File: src/sv/tvlb_pkg.sv
// shared types, widths and constants of the torque vectoring linear bias block
// no dependencies
`default_nettype none

package tvlb_pkg;

    // field widths
    localparam int BIAS_W     = 16;
    localparam int ANG_W      = 15;
    localparam int TRQ_W      = 16;
    localparam int X_W        = 16;
    localparam int DY_W       = 15;
    localparam int PROD_W     = 31;
    localparam int NUM_W      = 29;
    localparam int Q_W        = 14;
    localparam int DIV_STAGES = Q_W;
    localparam int PA_W       = 33;
    localparam int PW         = 47;
    localparam int FRAC_SH    = 30;

    // configuration port
    localparam int CFG_IDX_W  = 3;
    localparam int CFG_DATA_W = 16;

    localparam logic [CFG_IDX_W-1:0] CFG_DRV_REAR  = 3'd0;
    localparam logic [CFG_IDX_W-1:0] CFG_RGN_REAR  = 3'd1;
    localparam logic [CFG_IDX_W-1:0] CFG_ANG_BEGIN = 3'd2;
    localparam logic [CFG_IDX_W-1:0] CFG_ANG_END   = 3'd3;
    localparam logic [CFG_IDX_W-1:0] CFG_LEFT_END  = 3'd4;

    // q1.15 constants
    localparam logic [BIAS_W-1:0] ONE_Q15  = 16'h8000;
    localparam logic [BIAS_W-1:0] HALF_Q15 = 16'h4000;

    // register reset values
    localparam logic [BIAS_W-1:0] DRV_REAR_RST  = 16'd16384;
    localparam logic [BIAS_W-1:0] RGN_REAR_RST  = 16'd16384;
    localparam logic [ANG_W-1:0]  ANG_BEGIN_RST = 15'd0;
    localparam logic [ANG_W-1:0]  ANG_END_RST   = 15'd9000;
    localparam logic [BIAS_W-1:0] LEFT_END_RST  = 16'd16384;

    // where the absolute angle falls on the interpolation axis
    typedef enum logic [1:0] {
        RGN_BEGIN = 2'd0,
        RGN_END   = 2'd1,
        RGN_MID   = 2'd2
    } t_region;

    // decoded configuration; the user must keep it stable while words are in flight, the block does not enforce it
    typedef struct packed {
        logic [BIAS_W-1:0] drv_rear;
        logic [BIAS_W-1:0] rgn_rear;
        logic [ANG_W-1:0]  x1;
        logic [ANG_W-1:0]  x2;
        logic              asc;
        logic [ANG_W-1:0]  den;
        logic [BIAS_W-1:0] endb_pos;
        logic [BIAS_W-1:0] endb_neg;
    } t_cfg;

    // per-word sideband carried down the pipeline
    typedef struct packed {
        logic                    sv;
        logic signed [TRQ_W-1:0] req;
        logic [BIAS_W-1:0]       rear;
        logic [BIAS_W-1:0]       front;
        t_region                 region;
        logic [BIAS_W-1:0]       y2;
        logic                    dneg;
    } t_item;

    // clamp a bias register to one
    function automatic logic [BIAS_W-1:0] sat_bias(input logic [BIAS_W-1:0] b);
        return (b > ONE_Q15) ? ONE_Q15 : b;
    endfunction

endpackage

`default_nettype wire

File: src/sv/tvlb_div.sv
// pipelined restoring divider, one quotient bit per stage, sideband carried along
// depends on tvlb_pkg
`default_nettype none

module tvlb_div (
    input  wire logic                        i_clk,
    input  wire logic                        i_rst_n,
    input  wire logic [tvlb_pkg::ANG_W-1:0]  i_den,
    input  wire logic                        i_valid,
    output logic                             o_stall,
    input  wire tvlb_pkg::t_item             i_item,
    input  wire logic [tvlb_pkg::NUM_W-1:0]  i_num,
    output logic                             o_valid,
    input  wire logic                        i_stall,
    output tvlb_pkg::t_item                  o_item,
    output logic [tvlb_pkg::Q_W-1:0]         o_q
);

    logic                       r_v   [tvlb_pkg::DIV_STAGES];
    tvlb_pkg::t_item            r_it  [tvlb_pkg::DIV_STAGES];
    logic [tvlb_pkg::NUM_W-1:0] r_rem [tvlb_pkg::DIV_STAGES];
    logic [tvlb_pkg::Q_W-1:0]   r_q   [tvlb_pkg::DIV_STAGES];

    logic                       w_hold [tvlb_pkg::DIV_STAGES];
    logic                       w_vin  [tvlb_pkg::DIV_STAGES];
    tvlb_pkg::t_item            w_itin [tvlb_pkg::DIV_STAGES];
    logic [tvlb_pkg::NUM_W-1:0] w_rin  [tvlb_pkg::DIV_STAGES];
    logic [tvlb_pkg::Q_W-1:0]   w_qin  [tvlb_pkg::DIV_STAGES];
    logic [tvlb_pkg::NUM_W-1:0] w_dsh  [tvlb_pkg::DIV_STAGES];
    logic                       w_ge   [tvlb_pkg::DIV_STAGES];

    for (genvar s = 0; s < tvlb_pkg::DIV_STAGES; s++) begin : g_stg
        localparam int B = tvlb_pkg::Q_W - 1 - s;

        // stage input
        if (s == 0) begin : g_first
            assign w_vin[s]  = i_valid;
            assign w_itin[s] = i_item;
            assign w_rin[s]  = i_num;
            assign w_qin[s]  = '0;
        end else begin : g_next
            assign w_vin[s]  = r_v[s-1];
            assign w_itin[s] = r_it[s-1];
            assign w_rin[s]  = r_rem[s-1];
            assign w_qin[s]  = r_q[s-1];
        end

        // stall chain
        if (s == tvlb_pkg::DIV_STAGES - 1) begin : g_last_hold
            assign w_hold[s] = r_v[s] && i_stall;
        end else begin : g_mid_hold
            assign w_hold[s] = r_v[s] && w_hold[s+1];
        end

        // trial subtract of the shifted divisor
        assign w_dsh[s] = tvlb_pkg::NUM_W'(i_den) << B;
        assign w_ge[s]  = (w_rin[s] >= w_dsh[s]);

        always_ff @(posedge i_clk) begin
            if (!i_rst_n) begin
                r_v[s] <= 1'b0;
            end else if (!w_hold[s]) begin
                r_v[s] <= w_vin[s];
            end
        end

        always_ff @(posedge i_clk) begin
            if (!w_hold[s]) begin
                r_it[s]  <= w_itin[s];
                r_rem[s] <= w_ge[s] ? (w_rin[s] - w_dsh[s]) : w_rin[s];
                r_q[s]   <= w_qin[s] | (w_ge[s] ? (tvlb_pkg::Q_W'(1) << B) : '0);
            end
        end
    end

    assign o_stall = w_hold[0];
    assign o_valid = r_v[tvlb_pkg::DIV_STAGES-1];
    assign o_item  = r_it[tvlb_pkg::DIV_STAGES-1];
    assign o_q     = r_q[tvlb_pkg::DIV_STAGES-1];

endmodule

`default_nettype wire

File: config.mk
export PLATFORM = sky130hd
export DESIGN_NAME = tvlb_div
export DESIGN_NICKNAME = d
export VERILOG_FILES = /design/src/sv/tvlb_pkg.sv /design/src/sv/tvlb_div.sv
export SDC_FILE = /design/constraint.sdc
export NUM_CORES = 2
export LEC_CHECK = 0
export BUFFER_PORTS_ARGS = -buffer_cell sky130_fd_sc_hd__buf_2
export CAP_MARGIN = 20
export CORE_AREA = 2 2 319 321
export CTS_BUF_LIST = sky130_fd_sc_hd__clkbuf_4 sky130_fd_sc_hd__clkbuf_8
export CTS_CLUSTER_DIAMETER = 200
export CTS_CLUSTER_SIZE = 24
export DETAILED_ROUTE_END_ITERATION = 8
export DIE_AREA = 0 0 321 323
export PLACE_DENSITY = 0.87
export SETUP_SLACK_MARGIN = 0.1
export SYNTH_ARGS = -nofsm -noshare
export SYNTH_HDL_FRONTEND = slang
export SYNTH_SLANG_ARGS = --single-unit
File: constraint.sdc
create_clock -name i_clk -period 9 [get_ports i_clk]
set_input_delay 1.8 -clock i_clk [delete_from_list [all_inputs] [get_ports i_clk]]
set_output_delay 1.8 -clock i_clk [all_outputs]
set_load 0.02 [all_outputs]
# Word-level counts from Yosys, hierarchy flattened
# Memories as Yosys holds them, arrays and structs flattened.
# Index checks and enable logic that the tools add are counted.
# Widths: inputs -> output; s select.
# word_totals
ff_bits	0
ram_bits	1568
output_inout_bits	84
wordCells	158
mem_count	4
# memory_table
memory	depth	width	rd	rd_ports_with_merged_regs	wr	line_no	source
r_it	14	68	14	0	14	tvlb_div.sv:20	tvlb_pkg::t_item r_it [tvlb_pkg::DIV_STAGES];
r_rem	14	29	13	0	14	tvlb_div.sv:21	logic [tvlb_pkg::NUM_W-1:0] r_rem [tvlb_pkg::DIV_STAGES];
r_q	14	14	14	0	14	tvlb_div.sv:22	logic [tvlb_pkg::Q_W-1:0] r_q [tvlb_pkg::DIV_STAGES];
r_v	14	1	14	0	14	tvlb_div.sv:19	logic r_v [tvlb_pkg::DIV_STAGES];
# op_classes
n_addsub	14
magnitude_cmp	14
muxes	85
bitwise	27
reduce_logical	14
# op_table
op	n
$mux 29	14
$mux 1	58
$ge 29x15->1	1
$ge 29x16->1	1
$ge 29x17->1	1
$ge 29x18->1	1
$ge 29x19->1	1
$ge 29x20->1	1
$ge 29x21->1	1
$ge 29x22->1	1
$ge 29x23->1	1
$ge 29x24->1	1
$ge 29x25->1	1
$ge 29x26->1	1
$ge 29x27->1	1
$ge 29x28->1	1
$sub 29x15->29	1
$sub 29x16->29	1
$sub 29x17->29	1
$sub 29x18->29	1
$sub 29x19->29	1
$sub 29x20->29	1
$sub 29x21->29	1
$sub 29x22->29	1
34 further kinds	60

# Longest topological paths before layout
# An unclocked memory read counts as a cell.
# logic_depth
depth_word	19
depth_mapped	12

# Worst setup path after synthesis
# No wires, ideal clock.
# synth_path
kind	input-to-output
start	in i_stall
end	out o_stall
arrival_time_ps	8217
required_ps	7200
slack_ps	-1017
path_stages	9
n_path_buf	1
cell_sequence	and3_1 -> clkbuf_1 -> inv_1 -> nor2_1 -> and2_1 -> and3_1 -> and3_1 -> nand3_1 -> inv_1
# synth_between
elab_chain_cells	14
# synth_lines
element	line_no	source
from (decl)	tvlb_div.sv:14	input wire logic i_stall,
$logic_and 1x1->1	tvlb_div.sv:50	assign w_hold[s] = r_v[s] && i_stall;
$logic_and 1x1->1 (13 in a row)	tvlb_div.sv:52	assign w_hold[s] = r_v[s] && w_hold[s+1];
to (decl)	tvlb_div.sv:10	output logic o_stall,
# Every way passes these cells.

# Worst setup path in the final report
# Same ends and word-level chain as after synthesis.

==> run summary <==
================================================================================
Net count, final ..................................................         4108
Post-CTS sizing ...................................................            0
Maximum number of buffers from clock root to sink .................            3
Path class of the lowest-slack min-delay path .....................   reg -> reg
Sequential fraction of the synthesis area .........................        0.751
Layout cells sized above 1 ........................................       0.0991
Number of storage elements in the synthesis netlist ...............         1448
Worst Setup EP ....................................................      o_stall
Number of flops mapped to enable cells by yosys ...................         1447
Final cell count without fillers ..................................         5097
CTS tree ..........................................................         done
Vias ..............................................................        29.0k
Buffers inserted during post-CTS setup optimization ...............            0
Worst Hold Slack ..................................................     0.406 ns
Worst rel slew slack ..............................................        0.319
Crit path launch ..................................................      i_stall
Worst reg2reg path endpoint .......................................    r_v[0][2]
Ratio of final minimum period to clock period .....................        0.765
Total count of max-transition violations in the final report ......            0
Final period demand of the worst path .............................      6.88 ns
Net Count, Synth ..................................................         3932
Finish-stage setup viols ..........................................            0
Gate Count Post-Synth .............................................         3593
Count of warnings emitted by yosys ................................            0
Number of max-capacitance violations reported .....................            0
Static Leakage ....................................................    0.0226 uW
IO buf count ......................................................          199
Post-placement cell count .........................................         5005
Cell row count ....................................................          117
RSZ-0062 raised after global routing ..............................        false
Number of different library cells in the post-synthesis netlist ...           84
Max Clk Rate ......................................................      145 MHz
Worst setup path category .........................................    in -> out
Post-detailed-routing wire length ................................. 98900 microns
Count of boundary I/O pins ........................................          200
Global-route wire length before repair ............................ 153000 microns
Die Area .......................................................... 104000 sq um
Maximum fanout count along the critical path ......................           36
Clock-pin slew on the worst setup and hold paths ..................      0.13 ns
Endpoint class of the critical path ...............................  output port
Worst endpoint required time ......................................      7.20 ns
Mapped Avg Cell Area ..............................................   16.1 sq um
Clock insertion delay at the later pin of the skew report .........      0.75 ns
Routed via count divided by cell count ............................         5.69
Initial standard-cell utilization of the core .....................        0.575
Core area ......................................................... 101000 sq um
Largest area contributor in the netlist ........................... sky130_fd_sc_hd__edfxtp_1
Predominant post-synthesis flop cell .............................. sky130_fd_sc_hd__edfxtp_1
Largest cells by area after synthesis ............................. sky130_fd_sc_hd__edfxtp_1, sky130_fd_sc_hd__ha_1, sky130_fd_sc_hd__xor2_1
Critical R2R Launch ...............................................    r_v[1][5]
Number of nets with antenna violations after detailed routing .....            0
Iteration count of the initial detailed-routing pass ..............            6
Total power divided by cell area ..................................  262 nW/um^2
Setup Total Neg Slack .............................................         0 ns
Hold-fix buffers at CTS ...........................................            0
Worst Reg-to-Reg Cells ............................................            9
Total placed instance area ........................................  60200 sq um
Clock root buffer ................................................. sky130_fd_sc_hd__clkbuf_8
DR iter-0 viols ...................................................         2484
CP Launch Type ....................................................   input port
Die Span Y ........................................................  323 microns
Data arrival time of the worst path ...............................      5.08 ns
Final setup skew ..................................................    0.0545 ns
DP Wirelength ..................................................... 70800 microns
Clock H-tree levels ...............................................            3
Async SR Flop Fraction ............................................            0
Summed instance area of the synthesized netlist ...................  57900 sq um
Horizontal die dimension ..........................................  321 microns
Area growth from synthesis to layout ..............................        5.86%
Average wire per cell in the routed design ........................ 19.4 microns
Hold Fails Final Rpt ..............................................            0
Number of sinks handled by clock tree synthesis ...................         1448
Final design area excluding fillers ...............................  61300 sq um
Maximum vdd drop ..................................................     0.149 mV
Via count of the first global-routing pass ........................        28.0k
Total clock buffers created by CTS ................................           70
Result of the run ................................................. finished, final reports clean
Share of the synthesized area in the top cell type ................        0.750
Number of antenna violations at the first check in global routing .            5
Final weighted congestion in routability-driven placement .........        0.977
Total global-route track usage ....................................        0.190
Remaining routing DRC violations ..................................            0
Largest net degree at the start of global routing .................           78
Register-to-Register Setup Slack ..................................      4.60 ns
GRT overflow ......................................................            0
Slew of the pin with the lowest slew margin .......................      1.02 ns
================================================================================
==> layer usage <==
layer | up-vias | global-route usage | wire length, microns
li1 | 14000 | - | -
met1 | 14000 | 0.257 | 42800
met2 | 807 | 0.327 | 48800
met3 | 173 | 0.0213 | 4290
met4 | 0 | 0.0603 | 3030
met5 | - | 0 | 0
==> cells in the final DEF, fill, tap and decap left out, drive strengths merged, types with 16 or more instances in the layout <==
cell / count
clkbuf: 81
mux2: 40
nor2: 175
or3: 32
edfxtp: 1447
o21ai: 190
nand3: 40
nand2: 207
buf: 235
ha: 210
a211oi: 21
nand4: 27
a21oi: 165
or2: 16
o21bai: 21
nor4: 35
a21o: 48
a31oi: 16
or4: 21
inv: 117
o211ai: 18
o31a: 17
and3: 22
o31ai: 27
nor3: 77
xor2: 106
xnor2: 93
nand2b: 31
nor2b: 35
o21a: 42
==> metrics by stage <==
| step | utilization | worst slack, ns | power, uW |
|---|---|---|---|
| CTS | 0.608 | 2.04 | 16000 |
| finish | 0.609 | 2.12 | 16000 |
| global placement | 0.597 | 2.24 | 13300 |
| global route | 0.609 | 1.89 | 16900 |
| floorplan | - | 0.351 | 12600 |
| detailed placement | 0.597 | 2.05 | 13600 |
==> cell type report <==
cell class                      count  area, sq um
Clock inverter                      7         71.3
Fill cell                        7049        39400
Clock buffer                       80         1040
Inverter                          112          435
Antenna cell                        4         10.0
Multi-Input combinational cell   1901        13300
Tap cell                         1309         1640
Timing Repair Buffer              236         1300
Sequential cell                  1448        43500
==> flip-flops by register name, summed over array words and instances, names as in the netlist <==
register  flops
r_v          14
r_q         105
r_rem       377
r_it        952
==> logic make-up (layout without fill, tap and decap cells) <==
group	after synthesis	in the layout	share of synthesized area
AOI/OAI and AO/OA	658	658	0.0721
xor gates and xnor gates	199	199	0.0301
adders and majority gates	223	223	0.0499
buffers and inverters	244	435	0.0212
DFF	1448	1448	0.751
muxes	51	51	0.00968
other	0	4	0
and+or+nand+nor	770	770	0.0664
==> worst min-delay path by stage <==
| stage | startpoint | end | slack [ns] | depth (start not counted) |
|---|---|---|---|---|
| finish | r_q[1][20] | r_q[1][34] | 0.41 | 0 |
| floorplan | r_it[0][32] | r_it[0][100] | 0.40 | 0 |
| global route | r_it[1][181] | r_it[1][249] | 0.42 | 0 |
| global placement | r_it[1][118] | r_it[1][186] | 0.40 | 0 |
| detailed placement | r_it[0][47] | r_it[0][115] | 0.40 | 0 |
| CTS | r_q[1][20] | r_q[1][34] | 0.39 | 0 |
==> synth_stat cells (7+ instances only) <==
master	number
sky130_fd_sc_hd__o21ai_0	125
sky130_fd_sc_hd__o31ai_1	27
sky130_fd_sc_hd__clkbuf_1	44
sky130_fd_sc_hd__o21bai_1	21
sky130_fd_sc_hd__ha_1	210
sky130_fd_sc_hd__nand4b_1	8
sky130_fd_sc_hd__a31oi_1	16
sky130_fd_sc_hd__nor2_1	175
sky130_fd_sc_hd__nand3_1	40
sky130_fd_sc_hd__a211oi_1	20
sky130_fd_sc_hd__xnor2_1	93
sky130_fd_sc_hd__nor4b_1	11
sky130_fd_sc_hd__o21ai_1	65
sky130_fd_sc_hd__or4_1	21
sky130_fd_sc_hd__or3_1	32
sky130_fd_sc_hd__o31a_1	17
sky130_fd_sc_hd__edfxtp_1	1447
sky130_fd_sc_hd__nor4_1	35
sky130_fd_sc_hd__a311oi_1	8
sky130_fd_sc_hd__mux2_2	10
sky130_fd_sc_hd__a211o_1	7
sky130_fd_sc_hd__o211ai_1	18
sky130_fd_sc_hd__fa_1	13
sky130_fd_sc_hd__o21a_1	42
sky130_fd_sc_hd__nor2b_1	35
sky130_fd_sc_hd__buf_4	82
sky130_fd_sc_hd__nand4_1	27
sky130_fd_sc_hd__nand2b_1	31
sky130_fd_sc_hd__and2_1	11
sky130_fd_sc_hd__mux2i_1	11
sky130_fd_sc_hd__a2111oi_0	9
sky130_fd_sc_hd__or2_2	9
sky130_fd_sc_hd__nor3_1	77
sky130_fd_sc_hd__and3_1	22
sky130_fd_sc_hd__inv_1	108
sky130_fd_sc_hd__a21o_1	48
sky130_fd_sc_hd__xor2_1	106
sky130_fd_sc_hd__nand2_1	207
sky130_fd_sc_hd__a21oi_1	165
sky130_fd_sc_hd__or2_1	7
sky130_fd_sc_hd__mux2_1	30
==> power by group <==
| part | leakage (uW) | switching, uW | internal, uW |
|---|---|---|---|
| Clock | 0.000581 | 1780 | 782 |
| Sequential | 0.0151 | 584 | 8710 |
| Combinational | 0.00688 | 2300 | 1880 |
==> critical path, stage by stage <==
cell and delay [ns]:
sky130_fd_sc_hd__buf_2 0.12, sky130_fd_sc_hd__and3_1 0.43, sky130_fd_sc_hd__inv_4 0.30, sky130_fd_sc_hd__nor2_1 0.36, sky130_fd_sc_hd__and2_1 0.36, sky130_fd_sc_hd__and3_1 0.32
sky130_fd_sc_hd__and3_1 0.50, sky130_fd_sc_hd__nand3_4 0.49, sky130_fd_sc_hd__inv_1 0.19, sky130_fd_sc_hd__buf_2 0.19
(Power assumes the default switching activity.)
