### config.mk
export PLATFORM = sky130hd
export DESIGN_NAME = tvlb_front
export DESIGN_NICKNAME = d
export VERILOG_FILES = /design/src/sv/tvlb_pkg.sv /design/src/sv/tvlb_front.sv
export SDC_FILE = /design/constraint.sdc
export NUM_CORES = 1
export LEC_CHECK = 0
export ABC_AREA = 1
export ABC_CLOCK_PERIOD_IN_PS = 7100
export BUFFER_PORTS_ARGS = -buffer_cell sky130_fd_sc_hd__buf_4
export CORE_ASPECT_RATIO = 0.75
export CORE_MARGIN = 3
export CORE_UTILIZATION = 60
export DETAILED_ROUTE_END_ITERATION = 12
export PLACE_DENSITY = 0.87
export SETUP_SLACK_MARGIN = 0.15
export SYNTH_ARGS = -nofsm -noshare
export SYNTH_HDL_FRONTEND = slang
export SYNTH_SLANG_ARGS = --single-unit
### constraint.sdc
create_clock -name i_clk -period 7.1 [get_ports i_clk]
set_input_delay 0.71 -clock i_clk [delete_from_list [all_inputs] [get_ports i_clk]]
set_output_delay 0.71 -clock i_clk [all_outputs]
set_load 0.01 [all_outputs]
### src/sv/tvlb_pkg.sv
// shared types, widths and constants of the torque vectoring linear bias block
// no dependencies
`default_nettype none

package tvlb_pkg;

    // field widths
    localparam int BIAS_W     = 16;
    localparam int ANG_W      = 15;
    localparam int TRQ_W      = 16;
    localparam int X_W        = 16;
    localparam int DY_W       = 15;
    localparam int PROD_W     = 31;
    localparam int NUM_W      = 29;
    localparam int Q_W        = 14;
    localparam int DIV_STAGES = Q_W;
    localparam int PA_W       = 33;
    localparam int PW         = 47;
    localparam int FRAC_SH    = 30;

    // configuration port
    localparam int CFG_IDX_W  = 3;
    localparam int CFG_DATA_W = 16;

    localparam logic [CFG_IDX_W-1:0] CFG_DRV_REAR  = 3'd0;
    localparam logic [CFG_IDX_W-1:0] CFG_RGN_REAR  = 3'd1;
    localparam logic [CFG_IDX_W-1:0] CFG_ANG_BEGIN = 3'd2;
    localparam logic [CFG_IDX_W-1:0] CFG_ANG_END   = 3'd3;
    localparam logic [CFG_IDX_W-1:0] CFG_LEFT_END  = 3'd4;

    // q1.15 constants
    localparam logic [BIAS_W-1:0] ONE_Q15  = 16'h8000;
    localparam logic [BIAS_W-1:0] HALF_Q15 = 16'h4000;

    // register reset values
    localparam logic [BIAS_W-1:0] DRV_REAR_RST  = 16'd16384;
    localparam logic [BIAS_W-1:0] RGN_REAR_RST  = 16'd16384;
    localparam logic [ANG_W-1:0]  ANG_BEGIN_RST = 15'd0;
    localparam logic [ANG_W-1:0]  ANG_END_RST   = 15'd9000;
    localparam logic [BIAS_W-1:0] LEFT_END_RST  = 16'd16384;

    // where the absolute angle falls on the interpolation axis
    typedef enum logic [1:0] {
        RGN_BEGIN = 2'd0,
        RGN_END   = 2'd1,
        RGN_MID   = 2'd2
    } t_region;

    // decoded configuration; the user must keep it stable while words are in flight, the block does not enforce it
    typedef struct packed {
        logic [BIAS_W-1:0] drv_rear;
        logic [BIAS_W-1:0] rgn_rear;
        logic [ANG_W-1:0]  x1;
        logic [ANG_W-1:0]  x2;
        logic              asc;
        logic [ANG_W-1:0]  den;
        logic [BIAS_W-1:0] endb_pos;
        logic [BIAS_W-1:0] endb_neg;
    } t_cfg;

    // per-word sideband carried down the pipeline
    typedef struct packed {
        logic                    sv;
        logic signed [TRQ_W-1:0] req;
        logic [BIAS_W-1:0]       rear;
        logic [BIAS_W-1:0]       front;
        t_region                 region;
        logic [BIAS_W-1:0]       y2;
        logic                    dneg;
    } t_item;

    // clamp a bias register to one
    function automatic logic [BIAS_W-1:0] sat_bias(input logic [BIAS_W-1:0] b);
        return (b > ONE_Q15) ? ONE_Q15 : b;
    endfunction

endpackage

`default_nettype wire

### src/sv/tvlb_front.sv
// front stages: input register, axis region and deltas, interpolation numerator
// depends on tvlb_pkg
`default_nettype none

module tvlb_front (
    input  wire logic                               i_clk,
    input  wire logic                               i_rst_n,
    input  wire tvlb_pkg::t_cfg                     i_cfg,
    input  wire logic                               i_valid,
    output logic                                    o_stall,
    input  wire logic signed [tvlb_pkg::TRQ_W-1:0]  i_torque_request,
    input  wire logic signed [tvlb_pkg::TRQ_W-1:0]  i_steering_angle,
    input  wire logic                               i_sensor_valid,
    output logic                                    o_valid,
    input  wire logic                               i_stall,
    output tvlb_pkg::t_item                         o_item,
    output logic [tvlb_pkg::NUM_W-1:0]              o_num
);

    // stage 1: raw input word
    logic                              r_v1;
    logic signed [tvlb_pkg::TRQ_W-1:0] r_req1;
    logic signed [tvlb_pkg::TRQ_W-1:0] r_ang1;
    logic                              r_sv1;
    // stage 2: sideband and deltas
    logic                              r_v2;
    tvlb_pkg::t_item                   r_it2;
    logic [tvlb_pkg::X_W-1:0]          r_dx2;
    logic [tvlb_pkg::DY_W-1:0]         r_dy2;
    // stage 3: numerator
    logic                              r_v3;
    tvlb_pkg::t_item                   r_it3;
    logic [tvlb_pkg::NUM_W-1:0]        r_num3;

    logic w_hold1, w_hold2, w_hold3;

    tvlb_pkg::t_item             n_it2;
    logic [tvlb_pkg::X_W-1:0]    n_dx2;
    logic [tvlb_pkg::DY_W-1:0]   n_dy2;
    logic                        w_drv;
    logic [tvlb_pkg::X_W-1:0]    w_x;
    logic [tvlb_pkg::X_W-1:0]    w_x1;
    logic [tvlb_pkg::X_W-1:0]    w_x2;
    logic                        w_at_begin;
    logic                        w_at_end;
    logic [tvlb_pkg::PROD_W-1:0] w_prod;

    // stall chain, a stage holds only when full and blocked downstream
    assign w_hold3 = r_v3 && i_stall;
    assign w_hold2 = r_v2 && w_hold3;
    assign w_hold1 = r_v1 && w_hold2;
    assign o_stall = w_hold1;

    // region and deltas from the absolute angle
    always_comb begin
        w_drv = !r_req1[tvlb_pkg::TRQ_W-1];
        w_x   = r_ang1[tvlb_pkg::TRQ_W-1] ? tvlb_pkg::X_W'(-r_ang1) : tvlb_pkg::X_W'(r_ang1);
        w_x1  = {1'b0, i_cfg.x1};
        w_x2  = {1'b0, i_cfg.x2};

        if (i_cfg.asc) begin
            w_at_begin = (w_x <= w_x1);
            w_at_end   = (w_x >= w_x2);
            n_dx2      = w_x - w_x1;
        end else begin
            w_at_begin = (w_x >= w_x1);
            w_at_end   = (w_x <= w_x2);
            n_dx2      = w_x1 - w_x;
        end

        n_it2.sv    = r_sv1;
        n_it2.req   = r_req1;
        n_it2.rear  = w_drv ? i_cfg.drv_rear : i_cfg.rgn_rear;
        n_it2.front = tvlb_pkg::ONE_Q15 - n_it2.rear;
        n_it2.y2    = r_ang1[tvlb_pkg::TRQ_W-1] ? i_cfg.endb_neg : i_cfg.endb_pos;
        n_it2.dneg  = (n_it2.y2 < tvlb_pkg::HALF_Q15);

        // regen and the begin side both give one half
        if (!w_drv || w_at_begin) begin
            n_it2.region = tvlb_pkg::RGN_BEGIN;
        end else if (w_at_end) begin
            n_it2.region = tvlb_pkg::RGN_END;
        end else begin
            n_it2.region = tvlb_pkg::RGN_MID;
        end

        n_dy2 = n_it2.dneg ? tvlb_pkg::DY_W'(tvlb_pkg::HALF_Q15 - n_it2.y2)
                           : tvlb_pkg::DY_W'(n_it2.y2 - tvlb_pkg::HALF_Q15);
    end

    // numerator |dy| * |dx|, below 2^29 inside the interpolation span
    assign w_prod = tvlb_pkg::PROD_W'(r_dy2) * tvlb_pkg::PROD_W'(r_dx2);

    // valid bits
    always_ff @(posedge i_clk) begin
        if (!i_rst_n) begin
            r_v1 <= 1'b0;
            r_v2 <= 1'b0;
            r_v3 <= 1'b0;
        end else begin
            if (!w_hold1) r_v1 <= i_valid;
            if (!w_hold2) r_v2 <= r_v1;
            if (!w_hold3) r_v3 <= r_v2;
        end
    end

    // payload
    always_ff @(posedge i_clk) begin
        if (!w_hold1) begin
            r_req1 <= i_torque_request;
            r_ang1 <= i_steering_angle;
            r_sv1  <= i_sensor_valid;
        end
        if (!w_hold2) begin
            r_it2 <= n_it2;
            r_dx2 <= n_dx2;
            r_dy2 <= n_dy2;
        end
        if (!w_hold3) begin
            r_it3  <= r_it2;
            r_num3 <= w_prod[tvlb_pkg::NUM_W-1:0];
        end
    end

    assign o_valid = r_v3;
    assign o_item  = r_it3;
    assign o_num   = r_num3;

endmodule

`default_nettype wire

# Word level (Yosys, flattened, before mapping)
# Index checks and enable logic that the tools add are counted.
# word_totals
regBits	232
out_inout_bits	99
wordCells	47
# op_classes
reduce_logical	4
mux	8
addsub	6
magnitude_cmp	5
multipliers	1
# ops
cell	n
$mux 16	4
$ge 16x15->1	2
$le 16x15->1	2
$mul 15x16->29	1
$lt 16x15->1 const B	1
$neg 16->16	1
$sub 15x16->16	1
$sub 16x15->16	1
$sub 16x16->16 const A	1
$mux 15	1
$sub 15x15->15 const A	1
$sub 15x15->15 const B	1
$logic_and 1x1->1	3
$mux 1	2
$mux 2	1
$logic_or 1x1->1	1

# Longest topological paths before layout
# Gate-level depths: netlist of the first run.
# depth
word_depth	5
mapped_depth	26

# Worst setup path before layout of the first run
# OpenSTA, ideal clock, no wires.
# synth_path
path_type	input-to-reg
from	in i_stall
to	reg r_ang1[0] (netlist bit), enable pin
stages	5
t_arrival_ps	6048
path_slack_ps	664
path_cell_list	nand2_1 > nor2_1 > inv_1 > nor2_1 > inv_1
# synth_between
elab_chain_len	3
# synth_rtl
element	line	rtl
start: declaration	tvlb_front.sv:15	input wire logic i_stall,
$logic_and 1x1->1	tvlb_front.sv:49	assign w_hold3 = r_v3 && i_stall;
$logic_and 1x1->1	tvlb_front.sv:50	assign w_hold2 = r_v2 && w_hold3;
$logic_and 1x1->1	tvlb_front.sv:51	assign w_hold1 = r_v1 && w_hold2;
named net o_stall	tvlb_front.sv:10	output logic o_stall,
end signal: assignment	tvlb_front.sv:111	r_ang1 <= i_steering_angle;
end: declaration	tvlb_front.sv:23	logic signed [tvlb_pkg::TRQ_W-1:0] r_ang1;
# The timed path passes the listed nets, and every way through them passes these cells.
# A chain may end at the register's enable or synchronous reset.

# Worst setup path in the final report of the first run
# layout_path
from	reg r_dx2[5] (netlist bit)
to	reg r_num3, in the netlist o_num[24] (data pin)
# layout_between
elab_chain_len	1
# layout_rtl
element	line	rtl
start: declaration	tvlb_front.sv:28	logic [tvlb_pkg::X_W-1:0] r_dx2;
start signal: assignment	tvlb_front.sv:116	r_dx2 <= n_dx2;
$mul 15x16->29	tvlb_front.sv:92	assign w_prod = tvlb_pkg::PROD_W'(r_dy2) * tvlb_pkg::PROD_W'(r_dx2);
named net w_prod (one bit)	tvlb_front.sv:46	logic [tvlb_pkg::PROD_W-1:0] w_prod;
end signal: assignment	tvlb_front.sv:121	r_num3 <= w_prod[tvlb_pkg::NUM_W-1:0];
end: declaration	tvlb_front.sv:33	logic [tvlb_pkg::NUM_W-1:0] r_num3;
# The timed path passes the listed nets, and every way through them passes these cells.

==> results of run 1 <==
-- per-stage QoR --
step | worst slack, ns | hold WS (ns) | utilization
after floorplan | 0.664 | 0.400 | -
after CTS | 1.10 | 0.324 | 0.710
after detailed placement | 1.09 | 0.405 | 0.682
after global routing | 0.724 | 0.325 | 0.710
final | 0.957 | 0.348 | 0.710
after global placement | 1.18 | 0.400 | 0.682
-- cells by family (layout without fill, tap and decap cells) --
family,count (synthesis),after routing
mux,1,1
buf+inv,580,793
compound gates,150,150
flops,229,229
fa+ha+maj,313,313
xor+xnor,81,81
simple gates,723,723
-- cells in the final DEF (no fill, tap or decap), types with 2 or more instances in the layout --
cell and n:
fa_1 181, inv_1 509, o21ai_2 6, clkinv_2 2, nor2_1 97, o21ai_1 5, nand4_1 7, a21oi_1 62
o21bai_1 5, nor3_1 14, inv_4 2, xnor2_1 16, inv_2 7, nor3_2 2, a31oi_1 4, clkinv_4 2
bufinv_16 6, nor2_2 3, o21ai_0 51, or2_1 4, ha_1 132, clkbuf_16 25, buf_4 234, dfxtp_1 3
nand3_1 50, nor2_4 3, nor4_1 5, o211ai_1 4, clkbuf_1 3, nand2_1 522, xor2_1 65, clkinvlp_4 2
nand2_2 7, edfxtp_1 226, a21o_1 7, o31ai_1 2, or2_2 3
-- metal layers --
metal  vias to the layer above  wire length, um
li1                       6707                -
met1                      6924            18000
met2                       677            21400
met3                       114             4880
met4                         0             1360
met5                         -                0
-- area by class of cell --
type	count	area, um^2	share of cell area
clock inverters	13	226	0.0104
flip-flops and latches	229	6850	0.316
clock buffers	28	637	0.0293
inverters	518	1950	0.0898
multi-input cells	1268	9780	0.451
well taps	399	499	0.0230
repair buffers	234	1760	0.0810
-- sequential cells by signal, indices dropped and copies added, names as in the netlist --
name     cells
r_req1      16
o_num       29
r_ang1      16
r_sv1        1
r_v1         1
r_v2         1
r_dy2       14
o_item      67
o_valid      1
r_it2       67
r_dx2       16
-- worst max path at each step --
| stage | to | slack [ns] | cells after the start |
|---|---|---|---|
| 2_1_floorplan | r_ang1[0]$_DFFE_PN_ | 0.66 | 5 |
| 3_3_place_gp | o_num[28]$_DFFE_PN_ | 1.18 | 20 |
| 3_5_place_dp | o_num[28]$_DFFE_PN_ | 1.09 | 18 |
| 4_1_cts | o_num[24]$_DFFE_PN_ | 1.10 | 22 |
| 5_1_grt | o_num[24]$_DFFE_PN_ | 0.72 | 22 |
| 6_report | o_num[24]$_DFFE_PN_ | 0.96 | 22 |
==> out/qor.csv, run 1 <==
stage,metric,value,unit
critical_path,Crit-path slowest cell,edfxtp_1,
grt,GRT Max-Usage Layer,met2,
critical_path,CP Buf/Inv Count,7,
timing,Layout Skew,0.00914,ns
worst_hold_path,worst min path class,in -> reg,
routing,WL final,45.6,mm
place,area of placed instances,0.0208,mm^2
cts,CTS tree,built,
place,I/O Buffers,230,
cts,cts repair resizes,0,
grt,Total GRT Usage,0.277,
synth,Unique masters post-synth,46,
floorplan,I/O Pins,246,
critical_path,most frequent CP cell,inv_1,
cells_and_area,fin nets,2736,
floorplan,num rows,55,
synth,"Seq/Total Area, Yosys",0.363,
timing,Slew HR,0.431,
worst_hold_path,Worst Hold Path EP,r_req1[2]$_DFFE_PN_,
cells_and_area,filler instances,2187,
floorplan,core area,0.0306,mm^2
cells_and_area,area grow syn2layout,15.1,%
grt,total gr overflow,0,
floorplan,Die Span Y,160,um
critical_path,reg-to-reg startpoint,r_dx2[5]$_DFFE_PN_,
floorplan,Initial Utilization,0.617,
synth,cell accounting for the most synthesized area,edfxtp_1,
critical_path,Critical Path RT,7.38,ns
synth,Post-Syn Instances,2077,
critical_path,Startpoint Class,register,
critical_path,crit-path max cell delay,0.75,ns
cts,TritonCTS Buffers,25,
place,GP Congestion,0.963,
grt,vias in the first global route,15300,
grt,met3 usage,0.0739,
place,DPL Wire Length,36.0,mm
synth,top cells by instance count after synthesis,"nand2_1 (523), inv_1 (510), edfxtp_1 (226)",
cts,"Hold-fix buffers, CTS",0,
critical_path,Worst Path Max Fanout,15,
grt,met1 global-route usage,0.367,
synth,XOR/XNOR Fraction of Synth Area,0.0376,
grt,first-pass GRT wire length,75.0,mm
timing,Worst-Margin Slew,0.854,ns
synth,"count leader, synth",nand2_1,
synth,Synth Area in Compound Gates,0.0447,
worst_hold_path,WHS Path Cells,1,
synth,Synth Cell Area,0.0189,mm^2
grt,initial antenna violation count,0,
routing,DRC,0,
critical_path,R2R depth,22,
synth,Synth Flop Type,edfxtp_1,
timing,Fin. Hold Viols,0,
timing,fin crit period,6.14,ns
routing,DR WL/cell,17.0,um
grt,largest net degree at the start of global routing,57,
timing,Final setup viols,0,
grt,met2 Usage GRT,0.452,
outcome,status,finished clean,
cts,CTS Buffer Depth,3,
synth,Mean Syn Cell Area,9.08,um^2
routing,Via-to-Cell Ratio,5.36,
flow_run,Max-Cap Viols,0,
routing,Vias,14400,
floorplan,die area,0.0336,mm^2
synth,Simple-Gate Fraction of Synth Area,0.156,
critical_path,Critical Path AT,6.42,ns
cts,clk_lat worst skew,0.54,ns
critical_path,CP Class,reg -> reg,
cells_and_area,Non-Filler Instances,2689,
synth,Adder-Cell Fraction of Synth Area,0.280,
synth,Mapped Nets,2537,
cts,TritonCTS Sinks,229,
cts,CTS root buf,clkbuf_16,
critical_path,Worst setup startpoint,r_dx2[5]$_DFFE_PN_,
synth,area share of the largest cell type after synthesis,0.360,
routing,TritonRoute pass-1 iters,5,
cts,"Setup Fix Bufs, Post-CTS",0,
timing,TNS Setup,0,ns
synth,ranking of synthesized cells by area,"edfxtp_1 (36%), fa_1 (19%), nand2_1 (10%)",
synth,"FFs w/ async S/R, synth",0,
cts,"Clk pin slew, worst setup/hold paths",0.06,ns
critical_path,CP Cell Sequence,"nand2_1, inv_1, fa_1, inv_1, fa_1, inv_1, fa_1, inv_1, fa_1, inv_1, fa_1, inv_1, fa_1, inv_1, ha_1, nand2_1, a21oi_1, nor2_1, o21ai_0, nand3_1, nand3_1, xor2_1",
critical_path,critical path's top delay family,adder cells,
synth,mux cell area share after synthesis,0.000531,
critical_path,FF-to-FF End,o_num[24]$_DFFE_PN_,
cts,# H-tree levels,1,
synth,main combinational cell family by area after synthesis,adder cells,
synth,synthesis-stage register bit count,229,
critical_path,FF-to-FF setup slack,0.96,ns
floorplan,Die Wd,211,um
synth,Post-synth EDFFs,226,
timing,Max Freq,0.163,GHz
routing,ANT nets after route,0,
timing,Max Slew Vio Count,0,
place,Inst Count DP,2648,
timing,RSZ-0062 raised after global routing,no,
synth,Synth warnings,0,
worst_hold_path,Hold Startpoint,i_torque_request[2],
cells_and_area,Ant. Diodes,0,
cells_and_area,"Design Area, Final",0.0217,mm^2
critical_path,CP endpoint kind,register,
routing,drt initial violations,1257,
cells_and_area,fraction of layout cells with a size suffix above 1,0.135,
timing,fin crit share,0.865,
Power of run 1 is not shown: default switching activity piles up to over one toggle a cycle in this logic, so the estimate is an artifact.
==> run 2, diff against run 1 <==
CELL_PAD_IN_SITES_DETAIL_PLACEMENT = 1   (was unset)
CELL_PAD_IN_SITES_GLOBAL_PLACEMENT = 2   (was unset)
CORE_UTILIZATION = 37   (was 60)
==> out/qor.csv, run 2 (same netlist as run 1, synthesis figures left out) <==
stage,metric,value,unit
cts,"Setup Fix Bufs, Post-CTS",0,
cts,# H-tree levels,1,
cts,CTS Buffer Depth,3,
routing,DRC,0,
floorplan,core area,0.0496,mm^2
cells_and_area,fraction of layout cells with a size suffix above 1,0.139,
timing,RSZ-0062 raised after global routing,no,
grt,largest net degree at the start of global routing,64,
grt,first-pass GRT wire length,83.4,mm
timing,fin crit share,0.872,
critical_path,CP endpoint kind,register,
cts,TritonCTS Sinks,229,
critical_path,reg-to-reg startpoint,r_dy2[9]$_DFFE_PN_,
timing,Worst-Margin Slew,0.895,ns
place,area of placed instances,0.0212,mm^2
flow_run,Max-Cap Viols,0,
timing,Layout Skew,0.0120,ns
critical_path,CP Cell Sequence,"nand2_1, fa_1, inv_1, fa_1, fa_1, fa_1, fa_1, inv_1, fa_1, inv_1, ha_1, a21oi_1, o21ai_0, a21oi_1, nor2_1, nor2_1, nand2_1, xor2_1",
place,I/O Buffers,230,
routing,WL met2,24.4,mm
cells_and_area,fin nets,2742,
cells_and_area,"most common cell after layout, fill and taps aside",nand2_1,
grt,vias in the first global route,15800,
outcome,status,finished clean,
timing,fin crit period,6.19,ns
routing,DR WL/cell,17.3,um
floorplan,I/O Pins,246,
critical_path,crit-path max cell delay,0.93,ns
routing,Vias,14100,
grt,total gr overflow,0,
floorplan,Initial Utilization,0.380,
routing,Via-to-Cell Ratio,4.77,
critical_path,most frequent CP cell,fa_1,
routing,ANT nets after route,0,
floorplan,Die Wd,267,um
critical_path,Worst Path Max Fanout,16,
cts,cts repair resizes,0,
critical_path,Startpoint Class,register,
grt,Total GRT Usage,0.194,
critical_path,Critical Path AT,6.48,ns
cells_and_area,"Design Area, Final",0.0220,mm^2
place,GP Congestion,0.941,
routing,DR top layer,met4,
place,DPL Wire Length,40.9,mm
floorplan,Die Span Y,202,um
cts,TritonCTS Buffers,26,
routing,drt initial violations,615,
cts,CTS root buf,clkbuf_16,
worst_hold_path,worst min path class,in -> reg,
timing,Fin. Hold Viols,0,
critical_path,CP Class,reg -> reg,
cells_and_area,most frequent cells in the layout,"nand2_1 (522), inv_1 (509), buf_4 (239)",
cells_and_area,Ant. Diodes,0,
cts,"Hold-fix buffers, CTS",0,
critical_path,Worst setup startpoint,r_dy2[9]$_DFFE_PN_,
critical_path,CP Buf/Inv Count,3,
routing,TritonRoute pass-1 iters,6,
routing,met3 WL,2.92,mm
critical_path,critical path's top delay family,adder cells,
timing,Slew HR,0.403,
floorplan,num rows,70,
grt,initial antenna violation count,0,
routing,WL met1,22.8,mm
cells_and_area,area grow syn2layout,16.9,%
cts,CTS tree,built,
critical_path,Critical Path RT,7.39,ns
cts,"Clk pin slew, worst setup/hold paths",0.06,ns
routing,WL final,50.9,mm
timing,Final setup viols,0,
critical_path,Crit-path slowest cell,edfxtp_1,
timing,Max Freq,0.161,GHz
floorplan,die area,0.0537,mm^2
cts,clk_lat worst skew,0.55,ns
timing,TNS Setup,0,ns
timing,Max Slew Vio Count,0,
cells_and_area,filler instances,5776,
worst_hold_path,Hold Startpoint,i_steering_angle[4],
## run 2: cell count changes in the layout (fill, tap and decap cells not counted), sizes merged
cell / delta
clkinv: +6
clkbuf: -1
clkinvlp: -1
buf: +5
inv: +2
bufinv: -3
## run 2: final timing paths
check	cells past startpoint	slack (ns)	endpoint
setup / recovery	18	0.91	o_num[28]$_DFFE_PN_
hold / removal	1	0.33	r_ang1[4]$_DFFE_PN_
setup reg to reg	18	0.91	o_num[28]$_DFFE_PN_
hold reg to reg	0	0.42	o_item[21]$_DFFE_PN_
## run 2: per-stage QoR
| stage | setup WS [ns] | util | hold WS (ns) | cells |
|---|---|---|---|---|
| 3_3_place_gp | 1.03 | 0.427 | 0.400 | 2902 |
| 5_1_grt | 0.630 | 0.445 | 0.302 | 2946 |
| 3_5_place_dp | 0.989 | 0.427 | 0.406 | 2902 |
| 2_1_floorplan | 0.664 | - | 0.400 | 2077 |
| 4_1_cts | 0.959 | 0.445 | 0.300 | 2946 |
| 6_report | 0.908 | 0.445 | 0.334 | 2946 |
## run 2: area by class of cell
cell class                      count  area [um^2]  area share
Inverter                          518         1950      0.0885
Tap cell                          648          811      0.0368
Sequential cell                   229         6850       0.311
Timing Repair Buffer              239         1790      0.0814
Multi-Input combinational cell   1268         9780       0.444
Clock inverter                     17          178     0.00806
Clock buffer                       27          676      0.0307
## run 2: per-layer routing
layer | up-vias | global-route usage
li1 | 6715 | -
met1 | 7059 | 0.254
met2 | 247 | 0.336
met3 | 41 | 0.0421
met4 | 0 | 0.0331
met5 | - | 0
Power of run 2 is left out for the same reason.
